==> src/hw/rtl/dstwr_pkg.sv <==
// Shared types, codes and sizes for the two-way ranging responder.
package dstwr_pkg;

    localparam int TS_WIDTH    = 40;
    localparam int SPAN_WIDTH  = 32;
    localparam int ID_WIDTH    = 8;
    localparam int TICK_WIDTH  = 8;
    localparam int RETRY_WIDTH = 4;
    localparam int CFG_DATA_W  = 8;
    localparam int CFG_IDX_W   = 2;

    // Command queue between the classifier and the command sequencer.
    // The depth must stay a power of two so the pointers wrap on their own.
    localparam int QUEUE_DEPTH = 4;
    localparam int QPTR_W      = $clog2(QUEUE_DEPTH);

    // Input event codes.
    localparam logic [1:0] OP_TICK    = 2'd0;
    localparam logic [1:0] OP_FRAME   = 2'd1;
    localparam logic [1:0] OP_RX_ERR  = 2'd2;
    localparam logic [1:0] OP_TX_DONE = 2'd3;

    // Radio command codes.
    localparam logic [2:0] ACT_RESPONSE = 3'd0;
    localparam logic [2:0] ACT_ERROR    = 3'd1;
    localparam logic [2:0] ACT_TIMING   = 3'd2;
    localparam logic [2:0] ACT_RESTART  = 3'd3;
    localparam logic [2:0] ACT_RESET    = 3'd4;

    // Ranging stage numbers carried in frames.
    localparam logic [3:0] FRAME_POLL  = 4'd1;
    localparam logic [3:0] FRAME_FINAL = 4'd3;

    // Configuration register indexes.
    localparam logic [CFG_IDX_W-1:0] CFG_ANCHOR_ID   = 2'd0;
    localparam logic [CFG_IDX_W-1:0] CFG_TIMEOUT_MS  = 2'd1;
    localparam logic [CFG_IDX_W-1:0] CFG_MAX_RETRIES = 2'd2;

    // Configuration reset values.
    localparam logic [ID_WIDTH-1:0]    ANCHOR_ID_RST   = 8'd1;
    localparam logic [TICK_WIDTH-1:0]  TIMEOUT_MS_RST  = 8'd10;
    localparam logic [RETRY_WIDTH-1:0] MAX_RETRIES_RST = 4'd3;

    typedef struct packed {
        logic [1:0]          opcode;
        logic [ID_WIDTH-1:0] dest_id;
        logic [3:0]          frame_stage;
        logic                error_frame;
        logic [TS_WIDTH-1:0] timestamp;
    } in_item_t;

    typedef struct packed {
        logic [2:0]            action;
        logic [SPAN_WIDTH-1:0] round_time;
        logic [SPAN_WIDTH-1:0] reply_time;
        logic                  last;
    } out_item_t;

    // One queue entry: the first command of an event, and whether a
    // restart-receive command follows it.
    typedef struct packed {
        logic [2:0]            action;
        logic                  restart_after;
        logic [SPAN_WIDTH-1:0] round_time;
        logic [SPAN_WIDTH-1:0] reply_time;
    } cmd_t;

endpackage

==> src/hw/rtl/ds_twr_responder.sv <==
// Top level of the double-sided two-way ranging responder.
//
//   Channel  Direction  Handshake              Payload
//   in       input      in_valid / in_stall    in_data   (event)
//   out      output     out_valid / out_stall  out_data  (radio command)
//   cfg      input      cfg_we                 cfg_index, cfg_data
//
// One event is accepted per clock while the four-entry command queue has room.
// A command reaches the output after its event is pushed into the queue and then
// loaded into the output register; an event that causes two commands keeps its
// queue entry until the sequencer has loaded both. Reset returns the session to
// awaiting a poll, loads the register defaults and empties the queue. A stall on
// the output backs up into the queue and only then stalls the input.
module ds_twr_responder (
    input  logic                              clk,
    input  logic                              rst_n,
    input  logic                              in_valid,
    output logic                              in_stall,
    input  dstwr_pkg::in_item_t               in_data,
    output logic                              out_valid,
    input  logic                              out_stall,
    output dstwr_pkg::out_item_t              out_data,
    input  logic                              cfg_we,
    input  logic [dstwr_pkg::CFG_IDX_W-1:0]   cfg_index,
    input  logic [dstwr_pkg::CFG_DATA_W-1:0]  cfg_data
);
    import dstwr_pkg::*;

    logic accept;
    logic push;
    cmd_t push_cmd;
    logic q_full;
    logic q_empty;
    logic q_pop;
    cmd_t q_data;

    assign in_stall = q_full;
    assign accept   = in_valid && !q_full;

    dstwr_front u_front (
        .clk       (clk),
        .rst_n     (rst_n),
        .cfg_we    (cfg_we),
        .cfg_index (cfg_index),
        .cfg_data  (cfg_data),
        .accept    (accept),
        .item      (in_data),
        .push      (push),
        .cmd       (push_cmd)
    );

    dstwr_queue u_queue (
        .clk       (clk),
        .rst_n     (rst_n),
        .push      (push),
        .push_data (push_cmd),
        .full      (q_full),
        .pop       (q_pop),
        .pop_data  (q_data),
        .empty     (q_empty)
    );

    dstwr_back u_back (
        .clk       (clk),
        .rst_n     (rst_n),
        .q_empty   (q_empty),
        .q_data    (q_data),
        .q_pop     (q_pop),
        .out_valid (out_valid),
        .out_stall (out_stall),
        .out_data  (out_data)
    );

endmodule

==> src/hw/rtl/dstwr_front.sv <==
// Event classifier: session state, timeout and retry tracking, command generation.
module dstwr_front (
    input  logic                              clk,
    input  logic                              rst_n,
    input  logic                              cfg_we,
    input  logic [dstwr_pkg::CFG_IDX_W-1:0]   cfg_index,
    input  logic [dstwr_pkg::CFG_DATA_W-1:0]  cfg_data,
    input  logic                              accept,
    input  dstwr_pkg::in_item_t               item,
    output logic                              push,
    output dstwr_pkg::cmd_t                   cmd
);
    import dstwr_pkg::*;

    localparam logic [1:0] ST_POLL   = 2'd0;
    localparam logic [1:0] ST_TXWAIT = 2'd1;
    localparam logic [1:0] ST_FINAL  = 2'd2;

    logic [ID_WIDTH-1:0]    anchor_id_reg;
    logic [TICK_WIDTH-1:0]  timeout_ms_reg;
    logic [RETRY_WIDTH-1:0] max_retries_reg;

    logic [1:0]             stage_reg, stage_next;
    logic [TICK_WIDTH-1:0]  elapsed_reg, elapsed_next;
    logic [RETRY_WIDTH-1:0] retry_reg, retry_next;
    logic [SPAN_WIDTH-1:0]  poll_rx_reg, poll_rx_next;
    logic [SPAN_WIDTH-1:0]  resp_tx_reg, resp_tx_next;
    logic [SPAN_WIDTH-1:0]  reply_reg, reply_next;

    logic                   new_poll;
    logic [1:0]             eff_stage;
    logic [TICK_WIDTH:0]    tick_sum;
    logic [RETRY_WIDTH:0]   retry_sum;
    logic [SPAN_WIDTH-1:0]  ts_low;
    logic                   cmd_valid;

    always_ff @(posedge clk or negedge rst_n)
    begin
        if (!rst_n)
        begin
            anchor_id_reg   <= ANCHOR_ID_RST;
            timeout_ms_reg  <= TIMEOUT_MS_RST;
            max_retries_reg <= MAX_RETRIES_RST;
        end
        else if (cfg_we)
        begin
            case (cfg_index)
                CFG_ANCHOR_ID:   anchor_id_reg   <= cfg_data;
                CFG_TIMEOUT_MS:  timeout_ms_reg  <= cfg_data;
                CFG_MAX_RETRIES: max_retries_reg <= cfg_data[RETRY_WIDTH-1:0];
                default:         ;
            endcase
        end
    end

    assign ts_low    = item.timestamp[SPAN_WIDTH-1:0];
    assign tick_sum  = {1'b0, elapsed_reg} + 1'b1;
    assign retry_sum = {1'b0, retry_reg} + 1'b1;

    // A poll addressed to us restarts the session whatever stage it is in.
    assign new_poll = (item.opcode == OP_FRAME) && (item.frame_stage == FRAME_POLL)
                      && (item.dest_id == anchor_id_reg);
    assign eff_stage = ((stage_reg == ST_TXWAIT || stage_reg == ST_FINAL) && !new_poll)
                       ? stage_reg : ST_POLL;

    always_comb
    begin
        stage_next   = eff_stage;
        elapsed_next = elapsed_reg;
        retry_next   = retry_reg;
        poll_rx_next = poll_rx_reg;
        resp_tx_next = resp_tx_reg;
        reply_next   = reply_reg;
        cmd_valid    = 1'b0;
        cmd          = '0;

        case (eff_stage)
            ST_POLL:
            begin
                if (item.opcode == OP_TICK)
                begin
                    elapsed_next = '0;
                end
                else if (item.opcode == OP_FRAME)
                begin
                    cmd_valid = 1'b1;
                    if (item.dest_id != anchor_id_reg || item.error_frame)
                    begin
                        cmd.action = ACT_RESTART;
                    end
                    else if (item.frame_stage != FRAME_POLL)
                    begin
                        cmd.action        = ACT_ERROR;
                        cmd.restart_after = 1'b1;
                    end
                    else
                    begin
                        cmd.action   = ACT_RESPONSE;
                        poll_rx_next = ts_low;
                        stage_next   = ST_TXWAIT;
                    end
                end
            end

            ST_TXWAIT:
            begin
                if (item.opcode == OP_TX_DONE)
                begin
                    resp_tx_next = ts_low;
                    reply_next   = ts_low - poll_rx_reg;
                    elapsed_next = '0;
                    stage_next   = ST_FINAL;
                end
            end

            ST_FINAL:
            begin
                if (item.opcode == OP_TICK)
                begin
                    if (tick_sum > {1'b0, timeout_ms_reg})
                    begin
                        cmd_valid         = 1'b1;
                        cmd.restart_after = 1'b1;
                        if (retry_sum > {1'b0, max_retries_reg})
                        begin
                            cmd.action = ACT_RESET;
                            retry_next = '0;
                        end
                        else
                        begin
                            // Timeout within the retry budget: only restart receive.
                            cmd.action        = ACT_RESTART;
                            cmd.restart_after = 1'b0;
                            retry_next        = retry_sum[RETRY_WIDTH-1:0];
                        end
                        elapsed_next = '0;
                        stage_next   = ST_POLL;
                    end
                    else
                    begin
                        elapsed_next = tick_sum[TICK_WIDTH-1:0];
                    end
                end
                else if (item.opcode == OP_RX_ERR)
                begin
                    retry_next = '0;
                end
                else if (item.opcode == OP_FRAME)
                begin
                    retry_next = '0;
                    cmd_valid  = 1'b1;
                    stage_next = ST_POLL;
                    if (item.error_frame)
                    begin
                        cmd.action = ACT_RESTART;
                    end
                    else if (item.frame_stage != FRAME_FINAL)
                    begin
                        cmd.action        = ACT_ERROR;
                        cmd.restart_after = 1'b1;
                    end
                    else
                    begin
                        cmd.action        = ACT_TIMING;
                        cmd.restart_after = 1'b1;
                        cmd.round_time    = ts_low - resp_tx_reg;
                        cmd.reply_time    = reply_reg;
                    end
                end
            end

            default:
            begin
                stage_next = ST_POLL;
            end
        endcase
    end

    assign push = accept && cmd_valid;

    always_ff @(posedge clk or negedge rst_n)
    begin
        if (!rst_n)
        begin
            stage_reg   <= ST_POLL;
            elapsed_reg <= '0;
            retry_reg   <= '0;
            poll_rx_reg <= '0;
            resp_tx_reg <= '0;
            reply_reg   <= '0;
        end
        else if (accept)
        begin
            stage_reg   <= stage_next;
            elapsed_reg <= elapsed_next;
            retry_reg   <= retry_next;
            poll_rx_reg <= poll_rx_next;
            resp_tx_reg <= resp_tx_next;
            reply_reg   <= reply_next;
        end
    end

endmodule

==> src/hw/rtl/dstwr_queue.sv <==
// Small command queue that decouples the classifier from the sequencer.
module dstwr_queue (
    input  logic            clk,
    input  logic            rst_n,
    input  logic            push,
    input  dstwr_pkg::cmd_t push_data,
    output logic            full,
    input  logic            pop,
    output dstwr_pkg::cmd_t pop_data,
    output logic            empty
);
    import dstwr_pkg::*;

    cmd_t              entry_reg [QUEUE_DEPTH];
    logic [QPTR_W-1:0] wr_ptr_reg;
    logic [QPTR_W-1:0] rd_ptr_reg;
    logic [QPTR_W:0]   count_reg, count_next;
    logic              do_push;
    logic              do_pop;

    assign full     = (count_reg == (QPTR_W + 1)'(QUEUE_DEPTH));
    assign empty    = (count_reg == '0);
    assign do_push  = push && !full;
    assign do_pop   = pop && !empty;
    assign pop_data = entry_reg[rd_ptr_reg];

    always_comb
    begin
        count_next = count_reg;
        if (do_push && !do_pop)
        begin
            count_next = count_reg + 1'b1;
        end
        else if (do_pop && !do_push)
        begin
            count_next = count_reg - 1'b1;
        end
    end

    always_ff @(posedge clk)
    begin
        if (do_push)
        begin
            entry_reg[wr_ptr_reg] <= push_data;
        end
    end

    always_ff @(posedge clk or negedge rst_n)
    begin
        if (!rst_n)
        begin
            wr_ptr_reg <= '0;
            rd_ptr_reg <= '0;
            count_reg  <= '0;
        end
        else
        begin
            if (do_push)
            begin
                wr_ptr_reg <= wr_ptr_reg + 1'b1;
            end
            if (do_pop)
            begin
                rd_ptr_reg <= rd_ptr_reg + 1'b1;
            end
            count_reg <= count_next;
        end
    end

endmodule

==> src/hw/rtl/dstwr_back.sv <==
// Command sequencer: expands queue entries into radio commands in an output register.
module dstwr_back (
    input  logic                 clk,
    input  logic                 rst_n,
    input  logic                 q_empty,
    input  dstwr_pkg::cmd_t      q_data,
    output logic                 q_pop,
    output logic                 out_valid,
    input  logic                 out_stall,
    output dstwr_pkg::out_item_t out_data
);
    import dstwr_pkg::*;

    logic      valid_reg;
    out_item_t data_reg, data_next;
    logic      second_reg, second_next;
    logic      load;

    // The output register may take a new command when empty or being drained.
    assign load = !q_empty && (!valid_reg || !out_stall);

    always_comb
    begin
        data_next   = data_reg;
        second_next = second_reg;
        q_pop       = 1'b0;
        if (load)
        begin
            if (second_reg)
            begin
                data_next.action     = ACT_RESTART;
                data_next.round_time = '0;
                data_next.reply_time = '0;
                data_next.last       = 1'b1;
                second_next          = 1'b0;
                q_pop                = 1'b1;
            end
            else
            begin
                data_next.action     = q_data.action;
                data_next.round_time = q_data.round_time;
                data_next.reply_time = q_data.reply_time;
                data_next.last       = !q_data.restart_after;
                second_next          = q_data.restart_after;
                q_pop                = !q_data.restart_after;
            end
        end
    end

    always_ff @(posedge clk or negedge rst_n)
    begin
        if (!rst_n)
        begin
            valid_reg  <= 1'b0;
            second_reg <= 1'b0;
        end
        else
        begin
            second_reg <= second_next;
            if (load)
            begin
                valid_reg <= 1'b1;
            end
            else if (!out_stall)
            begin
                valid_reg <= 1'b0;
            end
        end
    end

    always_ff @(posedge clk)
    begin
        data_reg <= data_next;
    end

    assign out_valid = valid_reg;
    assign out_data  = data_reg;

endmodule

==> config.mk <==
export PLATFORM = sky130hd
export DESIGN_NAME = ds_twr_responder
export DESIGN_NICKNAME = d
export VERILOG_FILES = /design/src/hw/rtl/dstwr_pkg.sv /design/src/hw/rtl/ds_twr_responder.sv /design/src/hw/rtl/dstwr_front.sv /design/src/hw/rtl/dstwr_queue.sv /design/src/hw/rtl/dstwr_back.sv
export SDC_FILE = /design/constraint.sdc
export NUM_CORES = 1
export LEC_CHECK = 0
export BUFFER_PORTS_ARGS = -buffer_cell sky130_fd_sc_hd__buf_2
export CAP_MARGIN = 20
export CORE_MARGIN = 2
export CORE_UTILIZATION = 50
export DETAILED_ROUTE_END_ITERATION = 8
export PLACE_DENSITY_LB_ADDON = 0.15
export SLEW_MARGIN = 5
export SYNTH_ARGS = -nofsm -noshare
export SYNTH_HDL_FRONTEND = slang
export SYNTH_SLANG_ARGS = --single-unit
==> constraint.sdc <==
create_clock -name clk -period 12.5 [get_ports clk]
set_input_delay 1.25 -clock clk [delete_from_list [all_inputs] [get_ports clk]]
set_output_delay 1.25 -clock clk [all_outputs]
set_load 0.05 [all_outputs]
Word-level counts from Yosys, hierarchy flattened --
Memories as Yosys holds them, arrays and structs flattened. Cells that the tools add are included.
Word-level totals: input bits 70, register bits 207, memories kept 1, bits in writable memories 272, output and inout port bits 70
Operators by class: bitwise gates (word level) 3, $lt $le $gt $ge 2, muxes and demuxes 55, add/subtract/negate cells 8, equality and inequality tests 20, reduce and logical (&&, ||, !) cells 35
Memory list:
- u_queue.entry_reg | words 4, width 68, read ports 1, clocked after Yosys merged registers in 0, write ports 1, RTL line dstwr_queue.sv:14 | cmd_t entry_reg [QUEUE_DEPTH];
Operators by type and width (count):
- 64-bit 2-to-1 mux | 3
- 68-bit 2-to-1 mux | 2
- 65-bit 2-to-1 mux | 1
- 32-bit subtractor | 2
- 4-bit 2-to-1 mux | 9
- 8-bit 2-to-1 mux | 4
- 8-bit case mux with 3 select lines | 1
- 2-bit 2-to-1 mux | 10
- 3-bit 2-to-1 mux | 6
- 1-bit 2-to-1 mux | 16
- 2-bit equality test, second input constant | 5
- 1-bit logical AND | 10
- 8-bit by 1-bit adder with 9-bit output, second input constant | 1
- 9-bit by 8-bit greater-than comparator with 1-bit output | 1
- 2-bit by 1-bit equality test with 1-bit output, second input constant | 4
- 8-bit equality test | 1
- 1-bit zero test | 8
- 2-bit by 1-bit != test with 1-bit output, second input constant | 4
- 8-bit != test | 1
- 4-bit case mux with 2 select lines | 1
- 2-bit zero test | 3
- 2-bit case mux with 3 select lines | 1
- 2-bit AND reduction | 3
- 6-bit AND reduction | 1
- 19 further kinds | 25

Longest topological paths before layout --
Gate-level depths: netlist of the first run.
depth after elaboration 14, depth in mapped cells 17, depth with buffers taken out 17

Modules after synthesis --
A second synthesis of the first run with hierarchy kept.
Unflattened totals: cell total of the unflattened synthesis 1532, area, all modules 22251.3 um^2
Modules (own cells, without submodules):
- dstwr_queue | sequential area each 8343.0 um^2, area each 10312.4 um^2, instances 1, cells each 392
- dstwr_front | sequential area each 3259.4 um^2, area each 9327.7 um^2, instances 1, cells each 988
- dstwr_back | sequential area each 2092.0 um^2, area each 2597.5 um^2, instances 1, cells each 151
- ds_twr_responder | sequential area each 0.0 um^2, area each 13.8 um^2, instances 1, cells each 1

Least setup slack after synthesis of the first run --
No wires, ideal clock.
kind in2reg, start point input port out_stall, end point register u_queue.count_reg[1], arrival time 6.100 ns, stages 7, buffers on the path 0, setup time 0.125 ns, setup slack 6.275 ns, data required time 12.375 ns, cells stage by stage a21oi_1 and2_1 inv_1 ha_1 inv_1 fa_1 mux2_2
On the way: word-level cells in the longest chain between the ends 8, elaborated cells between the ends (all ways) 10
RTL lines:
- from (decl) | RTL line ds_twr_responder.sv:21 | input logic out_stall,
- 1-bit zero test | RTL line dstwr_back.sv:20 | assign load = !q_empty && (!valid_reg || !out_stall);
- 1-bit logical OR | RTL line dstwr_back.sv:20
- 1-bit logical AND | RTL line dstwr_back.sv:20
- 1-bit 2-to-1 mux | RTL line dstwr_back.sv:27 | if (load)
- 1-bit logical AND | RTL line dstwr_queue.sv:24 | assign do_pop = pop && !empty;
- 1-bit zero test | RTL line dstwr_queue.sv:30 | if (do_push && !do_pop)
- 1-bit logical AND | RTL line dstwr_queue.sv:30
- 3-bit 2-to-1 mux | RTL line dstwr_queue.sv:30
- via u_queue.count_next[1] | RTL line dstwr_queue.sv:17 | logic [QPTR_W:0] count_reg, count_next;
- to (signal assigned) | RTL line dstwr_queue.sv:66 | count_reg <= count_next;
- to (decl) | RTL line dstwr_queue.sv:17
The timed path passes the listed nets, and every way through them passes these cells. A chain may end at the register's enable or synchronous reset.

Worst setup path in the final report of the first run --
start point register u_front.elapsed_reg[0], end point memory u_queue.entry_reg[3][37] (netlist name), enable pin
On the way: word-level cells in the longest chain between the ends 9
RTL lines:
- from (decl) | RTL line dstwr_front.sv:24 | logic [TICK_WIDTH-1:0] elapsed_reg, elapsed_next;
- from (signal assigned) | RTL line dstwr_front.sv:195 | elapsed_reg <= elapsed_next;
- 8-bit by 1-bit adder with 9-bit output | RTL line dstwr_front.sv:57 | assign tick_sum = {1'b0, elapsed_reg} + 1'b1;
- 9-bit by 8-bit greater-than comparator with 1-bit output | RTL line dstwr_front.sv:120 | if (tick_sum > {1'b0, timeout_ms_reg})
- 1-bit 2-to-1 mux | RTL line dstwr_front.sv:120
- 1-bit 2-to-1 mux | RTL line dstwr_front.sv:118 | if (item.opcode == OP_TICK)
- 1-bit case mux with 2 select lines | RTL line dstwr_front.sv:77 | case (eff_stage)
- 1-bit logical AND | RTL line dstwr_front.sv:179 | assign push = accept && cmd_valid;
- 1-bit logical AND | RTL line dstwr_queue.sv:23 | assign do_push = push && !full;
- via u_queue.do_push | RTL line dstwr_queue.sv:18 | logic do_push;
- 1-bit 2-to-1 mux | RTL line dstwr_queue.sv:42 | if (do_push)
- 1-bit 2-to-1 mux (not written as such) | RTL line dstwr_queue.sv:44 | entry_reg[wr_ptr_reg] <= push_data;
- to (decl) | RTL line dstwr_queue.sv:14
The timed path passes the listed nets, and every way through them passes these cells.

==> results of run 1 <==
## power breakdown
| group | internal [mW] | total (mW) | switching, mW |
|---|---|---|---|
| combinational | 0.435 | 1.26 | 0.822 |
| sequential | 1.93 | 2.02 | 0.0868 |
| clock | 0.869 | 1.46 | 0.591 |
## stage by stage
step | hold slack, ns | util [%]
CTS | 0.476 | 57.7
floorplan | 0.440 | -
finish | 0.469 | 57.8
global placement | 0.454 | 53.9
detailed placement | 0.462 | 53.9
global route | 0.499 | 57.8
## path summary, 6_finish.rpt
| kind | endpoint | slack (ns) |
|---|---|---|
| hold / removal | u_front.reply_reg[6] | 0.47 |
| setup reg to reg | u_queue.entry_reg[3][37] | 8.26 |
| hold reg to reg | u_front.reply_reg[6] | 0.47 |
| max in group asynchronous | u_front.reply_reg[6] | 10.48 |
| setup / recovery | u_queue.entry_reg[3][37] | 8.26 |
| min in group asynchronous | u_queue.count_reg[1] | 0.70 |
## cell usage after synthesis (all sizes together) (13+ instances only)
cell type	number
nor2	58
nand2	84
xnor2	29
dfrtp	134
nor2b	74
clkbuf	32
and2	39
edfxtp	340
o21ai	83
o31ai	13
a21o	35
xor2	45
inv	90
nand3	23
mux4	68
nand2b	22
mux2	82
buf	17
ha	81
a21oi	50
nor3	13
## cell type report
type	count	area share [%]
Antenna cell	3	0.0300
Multi-Input combinational cell	916	31.2
Sequential cell	479	54.8
Inverter	90	1.35
Timing Repair Buffer	146	3.17
Tap cell	585	2.93
Clock buffer	80	5.90
Clock inverter	13	0.591
## per-layer routing
metal / GRT usage [%] / wire, um
met5: 0 / 24
met2: 32.0 / 21100
met4: 5.66 / 789
met1: 25.7 / 19000
met3: 3.39 / 1640
## kinds of logic (layout without fill, tap and decap cells)
group           after synthesis  count (layout)
mux                         153             153
simple gates                358             358
fa+ha+maj                    84              84
buf+inv                     139             329
other cells                   0               3
compound gates              247             247
xor+xnor                     74              74
flops                       479             479
## tightest hold or removal path: cells and delay by family (launching register included)
kind             cells  cell delay [ns]
AO/OA/AOI/OAI        1             0.06
AND/OR/NAND/NOR      1             0.04
flip-flops           1             0.33
==> run metrics, run 1 <==
gpl congestion=0.800; classification of the worst-slack hold path=register to register; starting density of the core=roughly half; overall track demand over capacity in global routing=a little under a fifth; net total in the final layout=~1,800; maxcap violations=0; proportion of layout cells with a drive suffix above 1=23.0%; post-route cell area=25,000 um^2; largest net degree at the start of global routing=91; Critical Path Source=u_front.elapsed_reg[0]; Sum Neg Setup Slack=0 ns; post-CTS clock slew at the launch and capture registers of the worst setup and hold paths=0.06 ns; Post-Syn Instances=1,534; half-perimeter wire length of the detailed placement result=around 27,000 um; Max Transition Viols Final=0; Power per Cell Area=~190 nW/um^2; Post-Synth XOR/XNOR Area=2.94%; category of the worst setup path launch point=register; cts hold-fix bufs=0; wire length of the first global-routing pass=69,500 um; Post-Synth Adder-Cell Area=4.87%; post-route total power=4.73 mW; post-CTS setup buffer count=0; post-synthesis area per instance=between 10 and 15 um^2; routed vias/inst=5.47; Post-route DRC=0; number of antenna violations at the first check in global routing=5; die span in y=between 200 and 250 um; achievable clock frequency=between 200 and 250 MHz; Synth area leaders=sky130_fd_sc_hd__edfxtp_1, sky130_fd_sc_hd__dfrtp_1, sky130_fd_sc_hd__mux4_2; sink count of the clock tree=479; leakage=9.81 nW; crit path max fanout=65; CP most frequent cell=sky130_fd_sc_hd__ha_1; top-level port count=140; FFs w/ async S/R, synth=29.0%; clock period minus final worst setup slack=4.24 ns; cell area reported after detailed placement=23,300 um^2; overall die area=45,800 um^2; CTS tree=built; run status=finished clean; number of global-route vias before repair=12,900; cell type with the largest total area after synthesis=sky130_fd_sc_hd__edfxtp_1; final worst clock skew=0.0192 ns; Synth Flop Type=sky130_fd_sc_hd__edfxtp_1; final non-filler cell total=2,312; critical path depth in cells=12; CP bufs+invs=1; worst-case setup margin in the final layout=8.26 ns; required time worst endpoint=12.69 ns; count of fill cells added during filler insertion=between 3,000 and 4,000; Synth Cell Area=22,100 um^2; number of synthesized register bits=479; H-tree lvl count=2; commonest non-fill, non-tap cell in the layout=sky130_fd_sc_hd__edfxtp_1; Routed WL=42,600 um; FP Rows=76; number of failing hold endpoints at the final stage=0; Max VDD drop=124 uV; synthesized net count=1,688; cell total after placement=2,214; vias after detailed routing=12,600; root buffer cell=sky130_fd_sc_hd__clkbuf_16; Multi-input gate area=7810 um^2; hold wc startpoint=u_front.reply_reg[6]; list of cells traversed by the critical path=ha_1 -> and3_1 -> xor2_1 -> ha_1 -> a2111oi_0 -> o21ai_0 -> a21oi_1 -> o31ai_1 -> nor2_1 -> nor3_4 -> and2_2 -> buf_4; total congestion overflow=0; maximum cell stage delay along the critical path=0.76 ns; number of gates resized after cts=0; port buffer count=131; Worst Tran Pin Value=1.08 ns; R2R cell count=12; total clock buffers created by CTS=50; post-synthesis compound-gate area fraction=7.16%; final routed wire length divided by cell count=roughly 18 um; Synth cell types=68; Slowest-stage cell, CP=sky130_fd_sc_hd__buf_4; flip-flop count of the largest register, all copies and words added=272; Placement Setup Slack=roughly 8 ns; unrepaired setup endpoints after global routing=no; cell type group with the largest total delay on the critical path=simple AND/OR/NAND/NOR gates; clock latency reported for the late side of the worst-skew pair=0.59 ns; Register Area=13,700 um^2; portion of synthesized cell area occupied by the leading cell type=46.3%; simple-gate portion of the synthesized area=8.56%; antenna-violating nets left=0; die outline width=214 um; area of the core region=43,300 um^2; count of flip-flops with a built-in enable after synthesis=340; worst hold stages=2; combinational family with the most area after synthesis=multiplexers; count of endpoints failing setup in the final report=0; sequential fraction of the synthesis area=between 60% and 70%; Rel. slew slack=28.2%; maximum root-to-sink buffer count=3; crit path DAT=4.43 ns; top library cells by usage in the layout, fill and taps aside=sky130_fd_sc_hd__edfxtp_1, sky130_fd_sc_hd__dfrtp_1, sky130_fd_sc_hd__buf_2, sky130_fd_sc_hd__inv_1, sky130_fd_sc_hd__nand2_1; router iterations before antenna repair=5; launch instance of the worst register-to-register path=u_front.elapsed_reg[0]; crit end category=register; number of design-rule violations left by the first detailed-router iteration=832; count of warnings emitted by yosys=0; area overhead of the layout relative to synthesis=13.4%; part of the cycle the worst path needs=33.9%; multiplexer share of the synthesized area=11.8%; category of the critical setup timing path=register to register
No activity file was read; power rests on OpenSTA's default activity.
==> run 2: changes to the inputs <==
==> constraint.sdc (replaced) <==
create_clock -name clk -period 3.5 [get_ports clk]
set_input_delay 0.35 -clock clk [delete_from_list [all_inputs] [get_ports clk]]
set_output_delay 0.35 -clock clk [all_outputs]
set_load 0.05 [all_outputs]
==> run metrics, run 2 (same netlist as run 1, synthesis figures left out) <==
run status=finished clean; crit path max fanout=4; area of the core region=43,300 um^2; launch instance of the worst register-to-register path=u_front.elapsed_reg[4]; R2R cell count=15; sink count of the clock tree=479; top-level port count=140; largest net degree at the start of global routing=69; final worst clock skew=0.0146 ns; category of the worst setup path launch point=register; crit end category=register; maximum cell stage delay along the critical path=0.43 ns; Power per Cell Area=approximately 670 nW/um^2; leakage=between 9 and 10 nW; classification of the worst-slack hold path=input port to register; FP Rows=76; cell area reported after detailed placement=23,500 um^2; overall track demand over capacity in global routing=about a fifth; number of antenna violations at the first check in global routing=1; crit path capture=u_queue.count_reg[1]; final non-filler cell total=2,333; Post-route DRC=0; count of fill cells added during filler insertion=3,434; final hold slack=0.0316 ns; vias after detailed routing=12,700; root buffer cell=sky130_fd_sc_hd__clkbuf_16; starting density of the core=51.0%; Critical Path Source=u_front.elapsed_reg[4]; total clock buffers created by CTS=50; wire length of the first global-routing pass=about 70,000 um; routed vias/inst=~5.5; final routed wire length divided by cell count=19.2 um; gpl congestion=roughly 0.85; maximum root-to-sink buffer count=3; Worst Tran Pin Value=1.09 ns; part of the cycle the worst path needs=95.8%; router iterations before antenna repair=5; die outline width=~210 um; top library cells by usage in the layout, fill and taps aside=sky130_fd_sc_hd__edfxtp_1, sky130_fd_sc_hd__dfrtp_1, sky130_fd_sc_hd__buf_2, sky130_fd_sc_hd__inv_1, sky130_fd_sc_hd__nand2_1; CP most frequent cell=sky130_fd_sc_hd__and3_4; Routed WL=44,700 um; post-route total power=roughly 17 mW; category of the critical setup timing path=register to register; post-CTS clock slew at the launch and capture registers of the worst setup and hold paths=0.06 ns; net total in the final layout=~1,900; flip-flop count of the largest register, all copies and words added=272; Max VDD drop=414 uV; Rel. slew slack=27.1%; CTS tree=built; port buffer count=131; Antenna Diode Count=0; maxcap violations=0; crit path DAT=around 3.8 ns; die span in y=roughly 210 um; post-route cell area=25,400 um^2; flop-to-flop setup slack=0.15 ns; proportion of layout cells with a drive suffix above 1=24.8%; end of the worst register-to-register path=u_queue.count_reg[1]; achievable clock frequency=298 MHz; number of design-rule violations left by the first detailed-router iteration=836; required time worst endpoint=3.97 ns; antenna-violating nets left=0; Slowest-stage cell, CP=sky130_fd_sc_hd__fa_2; clock period minus final worst setup slack=3.35 ns; number of failing hold endpoints at the final stage=0; H-tree lvl count=2; cell total after placement=2,230; commonest non-fill, non-tap cell in the layout=sky130_fd_sc_hd__edfxtp_1; clock latency reported for the late side of the worst-skew pair=0.59 ns; half-perimeter wire length of the detailed placement result=28,500 um; count of endpoints failing setup in the final report=0; number of global-route vias before repair=~13,000; total congestion overflow=0; Max Transition Viols Final=0; CP bufs+invs=1; overall die area=45,800 um^2; cell type group with the largest total delay on the critical path=adder cells; list of cells traversed by the critical path=and3_4 -> and3_4 -> nand3_4 -> xnor2_4 -> ha_4 -> a2111oi_2 -> o21ai_2 -> a21oi_2 -> o31ai_2 -> nor2_2 -> nor3_4 -> ha_2 -> inv_1 -> fa_2 -> mux2_2; critical path depth in cells=15; area overhead of the layout relative to synthesis=15.4%
[run 2: changes by cell type in the layout (fill, tap and decap cells not counted), sizes merged]
cell         change
clkinv          +10
bufinv           +2
buf             +18
clkbuf          -13
clkinvlp         +2
diode            -3
dlygate4sd3      +5
[run 2: cell type report]
cell class	instances	area (um^2)	share of cell area [%]
well taps	585	732	2.88
inverters	90	338	1.33
clock inverters	27	285	1.12
clock buffers	64	1310	5.16
flip-flops and latches	479	13700	53.8
multi-input cells	916	7920	31.1
repair buffers	172	1150	4.52
[run 2: worst min-delay path by stage]
stage / cells after the start / slack (ns) / startpoint / endpoint
final: 2 / 0.03 / cfg_data[3] / u_front.anchor_id_reg[3]
after global routing: 2 / 0.03 / cfg_data[1] / u_front.max_retries_reg[1]
after CTS: 2 / 0.004 / cfg_data[3] / u_front.anchor_id_reg[3]
after detailed placement: 1 / 0.34 / rst_n / u_front.elapsed_reg[3]
after global placement: 1 / 0.33 / rst_n / u_front.elapsed_reg[4]
after floorplan: 0 / 0.05 / rst_n / u_back.out_valid
[run 2: repair_timing]
action | 4_1_cts | 5_1_grt
gates cloned | 0 | 3
hold endpoints to repair | 51 | 0
pin swaps | 1 | 15
endpoints found under the setup margin | 1 | 274
buffers inserted | 1 | 3
gates resized for setup | 1 | 28
hold buffers | 5 | 0
[run 2: where the power goes]
part / internal [mW] / switching [mW] / leakage, nW
Combinational: 1.60 / 3.10 / 4.14
Sequential: 6.89 / 0.198 / 5.06
Clock: 3.03 / 2.17 / 0.772
Total: 11.5 / 5.47 / 9.98
[run 2: layer usage]
metal | share of wire (%) | GRT usage (%)
met5 | 0 | 0
met2 | 49 | 33.3
met1 | 45 | 25.9
met3 | 3.9 | 3.22
met4 | 2.3 | 5.57
[run 2: metrics by stage]
step,setup slack [ns],utilization (%),setup TNS (ns)
6_report,0.148,58.8,0
5_1_grt,-0.00308,58.8,-0.00308
4_1_cts,0.0253,58.3,0
3_5_place_dp,-0.0441,54.4,-0.0441
3_3_place_gp,0.0774,54.4,0
2_1_floorplan,-0.131,-,-35.57
==> run 3: changes to the inputs <==
--- a/config.mk
+++ b/config.mk
@@ -8,10 +8,11 @@
 export BUFFER_PORTS_ARGS = -buffer_cell sky130_fd_sc_hd__buf_2
 export CAP_MARGIN = 20
 export CORE_MARGIN = 2
-export CORE_UTILIZATION = 50
+export CORE_UTILIZATION = 55
 export DETAILED_ROUTE_END_ITERATION = 8
 export PLACE_DENSITY_LB_ADDON = 0.15
 export SLEW_MARGIN = 5
 export SYNTH_ARGS = -nofsm -noshare
 export SYNTH_HDL_FRONTEND = slang
+export SYNTH_HIERARCHICAL = 1
 export SYNTH_SLANG_ARGS = --single-unit
==> run metrics, run 3 <==
cell type group with the largest total delay on the critical path=adder cells; required time worst endpoint=3.97 ns; root buffer cell=sky130_fd_sc_hd__clkbuf_16; vias after detailed routing=12,700; wire length of the first global-routing pass=71,200 um; number of failing hold endpoints at the final stage=0; sequential fraction of the synthesis area=61.5%; net total in the final layout=roughly 1,900; clock period minus final worst setup slack=3.36 ns; Synth area leaders=sky130_fd_sc_hd__edfxtp_1, sky130_fd_sc_hd__dfrtp_1, sky130_fd_sc_hd__mux4_2; count of warnings emitted by yosys=6; maxcap violations=0; Routed WL=about 45,000 um; number of design-rule violations left by the first detailed-router iteration=717; Synth cell types=80; routed vias/inst=5.61; achievable clock frequency=298 MHz; clock latency reported for the late side of the worst-skew pair=between 0.5 and 0.6 ns; router iterations before antenna repair=5; count of endpoints failing setup in the final report=0; synthesized net count=1,686; total clock buffers created by CTS=49; post-synthesis area per instance=between 10 and 15 um^2; port buffer count=roughly 130; classification of the worst-slack hold path=input port to register; category of the worst setup path launch point=register; proportion of layout cells with a drive suffix above 1=26.1%; Max VDD drop=~670 uV; Worst Tran Pin Value=0.873 ns; flop-to-flop setup slack=roughly 0.14 ns; top-level port count=140; total congestion overflow=0; commonest non-fill, non-tap cell in the layout=sky130_fd_sc_hd__edfxtp_1; crit end category=register; part of the cycle the worst path needs=95.9%; Synth Flop Type=sky130_fd_sc_hd__edfxtp_1; number of global-route vias before repair=13,100; number of antenna violations at the first check in global routing=3; Slowest-stage cell, CP=sky130_fd_sc_hd__dfrtp_1; top library cells by usage in the layout, fill and taps aside=sky130_fd_sc_hd__edfxtp_1, sky130_fd_sc_hd__dfrtp_1, sky130_fd_sc_hd__buf_2, sky130_fd_sc_hd__inv_1, sky130_fd_sc_hd__nand2_1; FFs w/ async S/R, synth=29.0%; Power per Cell Area=between 600 and 700 nW/um^2; post-CTS clock slew at the launch and capture registers of the worst setup and hold paths=0.06 ns; Critical Path Source=u_front/elapsed_reg[0]; run status=finished clean; hold wc startpoint=cfg_data[1]; maximum root-to-sink buffer count=3; Max Transition Viols Final=0; Synth Cell Area=about 22,000 um^2; CP bufs+invs=1; leakage=about 9.4 nW; flip-flop count of the largest register, all copies and words added=272; Util after Layout=64.1%; gpl congestion=slightly below 0.9; area overhead of the layout relative to synthesis=14.7%; area of the core region=39,800 um^2; list of cells traversed by the critical path=ha_4 -> nand3_4 -> xnor2_2 -> ha_1 -> nand4_1 -> o221ai_1 -> a31oi_1 -> o21a_1 -> a21oi_2 -> o2111a_1 -> nor2b_4 -> ha_4 -> inv_1 -> fa_2 -> xor2_1 -> nor2_1 -> xor2_1; sink count of the clock tree=~480; number of synthesized register bits=479; starting density of the core=55.9%; portion of synthesized cell area occupied by the leading cell type=45.9%; FP Rows=between 70 and 80; crit path DAT=3.83 ns; category of the critical setup timing path=register to register; CTS tree=built; final worst clock skew=0.0140 ns; final routed wire length divided by cell count=19.7 um; die span in y=205 um; crit path max fanout=4; launch instance of the worst register-to-register path=u_front/elapsed_reg[0]; cell type with the largest total area after synthesis=sky130_fd_sc_hd__edfxtp_1; post-route total power=between 15 and 20 mW; top-count cell post-synth=sky130_fd_sc_hd__edfxtp_1; top cells by instance count after synthesis=sky130_fd_sc_hd__edfxtp_1, sky130_fd_sc_hd__dfrtp_1, sky130_fd_sc_hd__inv_1; Post-Syn Instances=1,532; unrepaired setup endpoints after global routing=yes; overall die area=42,100 um^2; Post-route DRC=0; overall track demand over capacity in global routing=22.1%; H-tree lvl count=2; Rel. slew slack=41.8%; count of flip-flops with a built-in enable after synthesis=340; half-perimeter wire length of the detailed placement result=30,000 um; maximum cell stage delay along the critical path=0.41 ns; largest net degree at the start of global routing=78; antenna-violating nets left=0; die outline width=205 um
==> run 3: changes by cell type after synthesis, moves of 8 or more <==
cell,previous run,this run
sky130_fd_sc_hd__clkbuf_1,32,11
sky130_fd_sc_hd__buf_2,5,26
sky130_fd_sc_hd__xnor2_1,29,39
sky130_fd_sc_hd__a21o_1,35,27
sky130_fd_sc_hd__o31ai_1,13,3
==> run 3: repair_timing <==
action,in CTS,in global routing
pin swaps,0,14
endpoints found under the setup margin,2,278
buffers inserted,0,4
resized for setup,3,12
hold buffers,6,0
hold endpoints to repair,78,0
==> run 3: final timing paths <==
| kind | to | cells after the start |
|---|---|---|
| setup reg to reg | u_queue/count_reg[2] | 17 |
| max in group asynchronous | u_front/resp_tx_reg[29] | 3 |
| min in group asynchronous | u_back/out_valid | 2 |
| setup / recovery | u_queue/count_reg[2] | 17 |
| hold / removal | u_front/timeout_ms_reg[1] | 2 |
| hold reg to reg | u_front/reply_reg[17] | 2 |
==> run 3: kinds of logic (layout without fill, tap and decap cells) <==
| logic type | after synthesis | in the layout | share of synthesized area (%) |
|---|---|---|---|
| mux | 153 | 153 | 11.6 |
| flops | 479 | 479 | 61.5 |
| buf+inv | 147 | 360 | 3.36 |
| compound gates | 220 | 220 | 6.63 |
| xor+xnor | 78 | 78 | 3.07 |
| other cells | 0 | 1 | 0 |
| fa+ha+maj | 84 | 84 | 4.82 |
| simple gates | 371 | 371 | 8.94 |
==> run 3: report_power, final <==
group	total [mW]	internal, mW	switching, mW
logic	4.27	1.31	2.95
registers	7.06	6.83	0.226
clock network	5.42	3.25	2.17
==> run 3: routing by layer <==
layer	track usage, %	part of all wire (%)
met1	30.5	45
met3	3.95	4.8
met2	36.8	49
met4	5.45	1.8
met5	0	0.018
==> run 3: area by class of cell <==
cell class	instances	area, um^2
well taps	525	657
multi-input cells	906	7910
diodes	1	2.50
clock inverters	31	360
flip-flops and latches	479	13700
repair buffers	173	1190
fillers	2970	14300
clock buffers	61	1340
inverters	95	357
==> run 3: worst reg2reg max path, stage by stage (launching register included) <==
cell,delay (ns)
sky130_fd_sc_hd__dfrtp_1,0.41
sky130_fd_sc_hd__ha_4,0.19
sky130_fd_sc_hd__nand3_4,0.08
sky130_fd_sc_hd__xnor2_2,0.15
sky130_fd_sc_hd__ha_1,0.30
sky130_fd_sc_hd__nand4_1,0.11
sky130_fd_sc_hd__o221ai_1,0.22
sky130_fd_sc_hd__a31oi_1,0.10
sky130_fd_sc_hd__o21a_1,0.24
sky130_fd_sc_hd__a21oi_2,0.15
sky130_fd_sc_hd__o2111a_1,0.21
sky130_fd_sc_hd__nor2b_4,0.17
sky130_fd_sc_hd__ha_4,0.14
sky130_fd_sc_hd__inv_1,0.05
sky130_fd_sc_hd__fa_2,0.33
sky130_fd_sc_hd__xor2_1,0.16
sky130_fd_sc_hd__nor2_1,0.08
sky130_fd_sc_hd__xor2_1,0.16
==> run 3: per-stage QoR <==
stage	setup slack (ns)	hold WS, ns	std cells	setup TNS, ns	cell area (um^2)
detailed placement	-0.0709	0.437	2167	-0.0709	23600
global route	-0.0510	0.0397	2270	-0.0510	25500
finish	0.144	0.0498	2271	0	25500
CTS	0.000665	0.0204	2265	0	25400
floorplan	-0.180	0.0544	1532	-49.03	22300
global placement	-0.00183	0.436	2167	-0.00183	23600
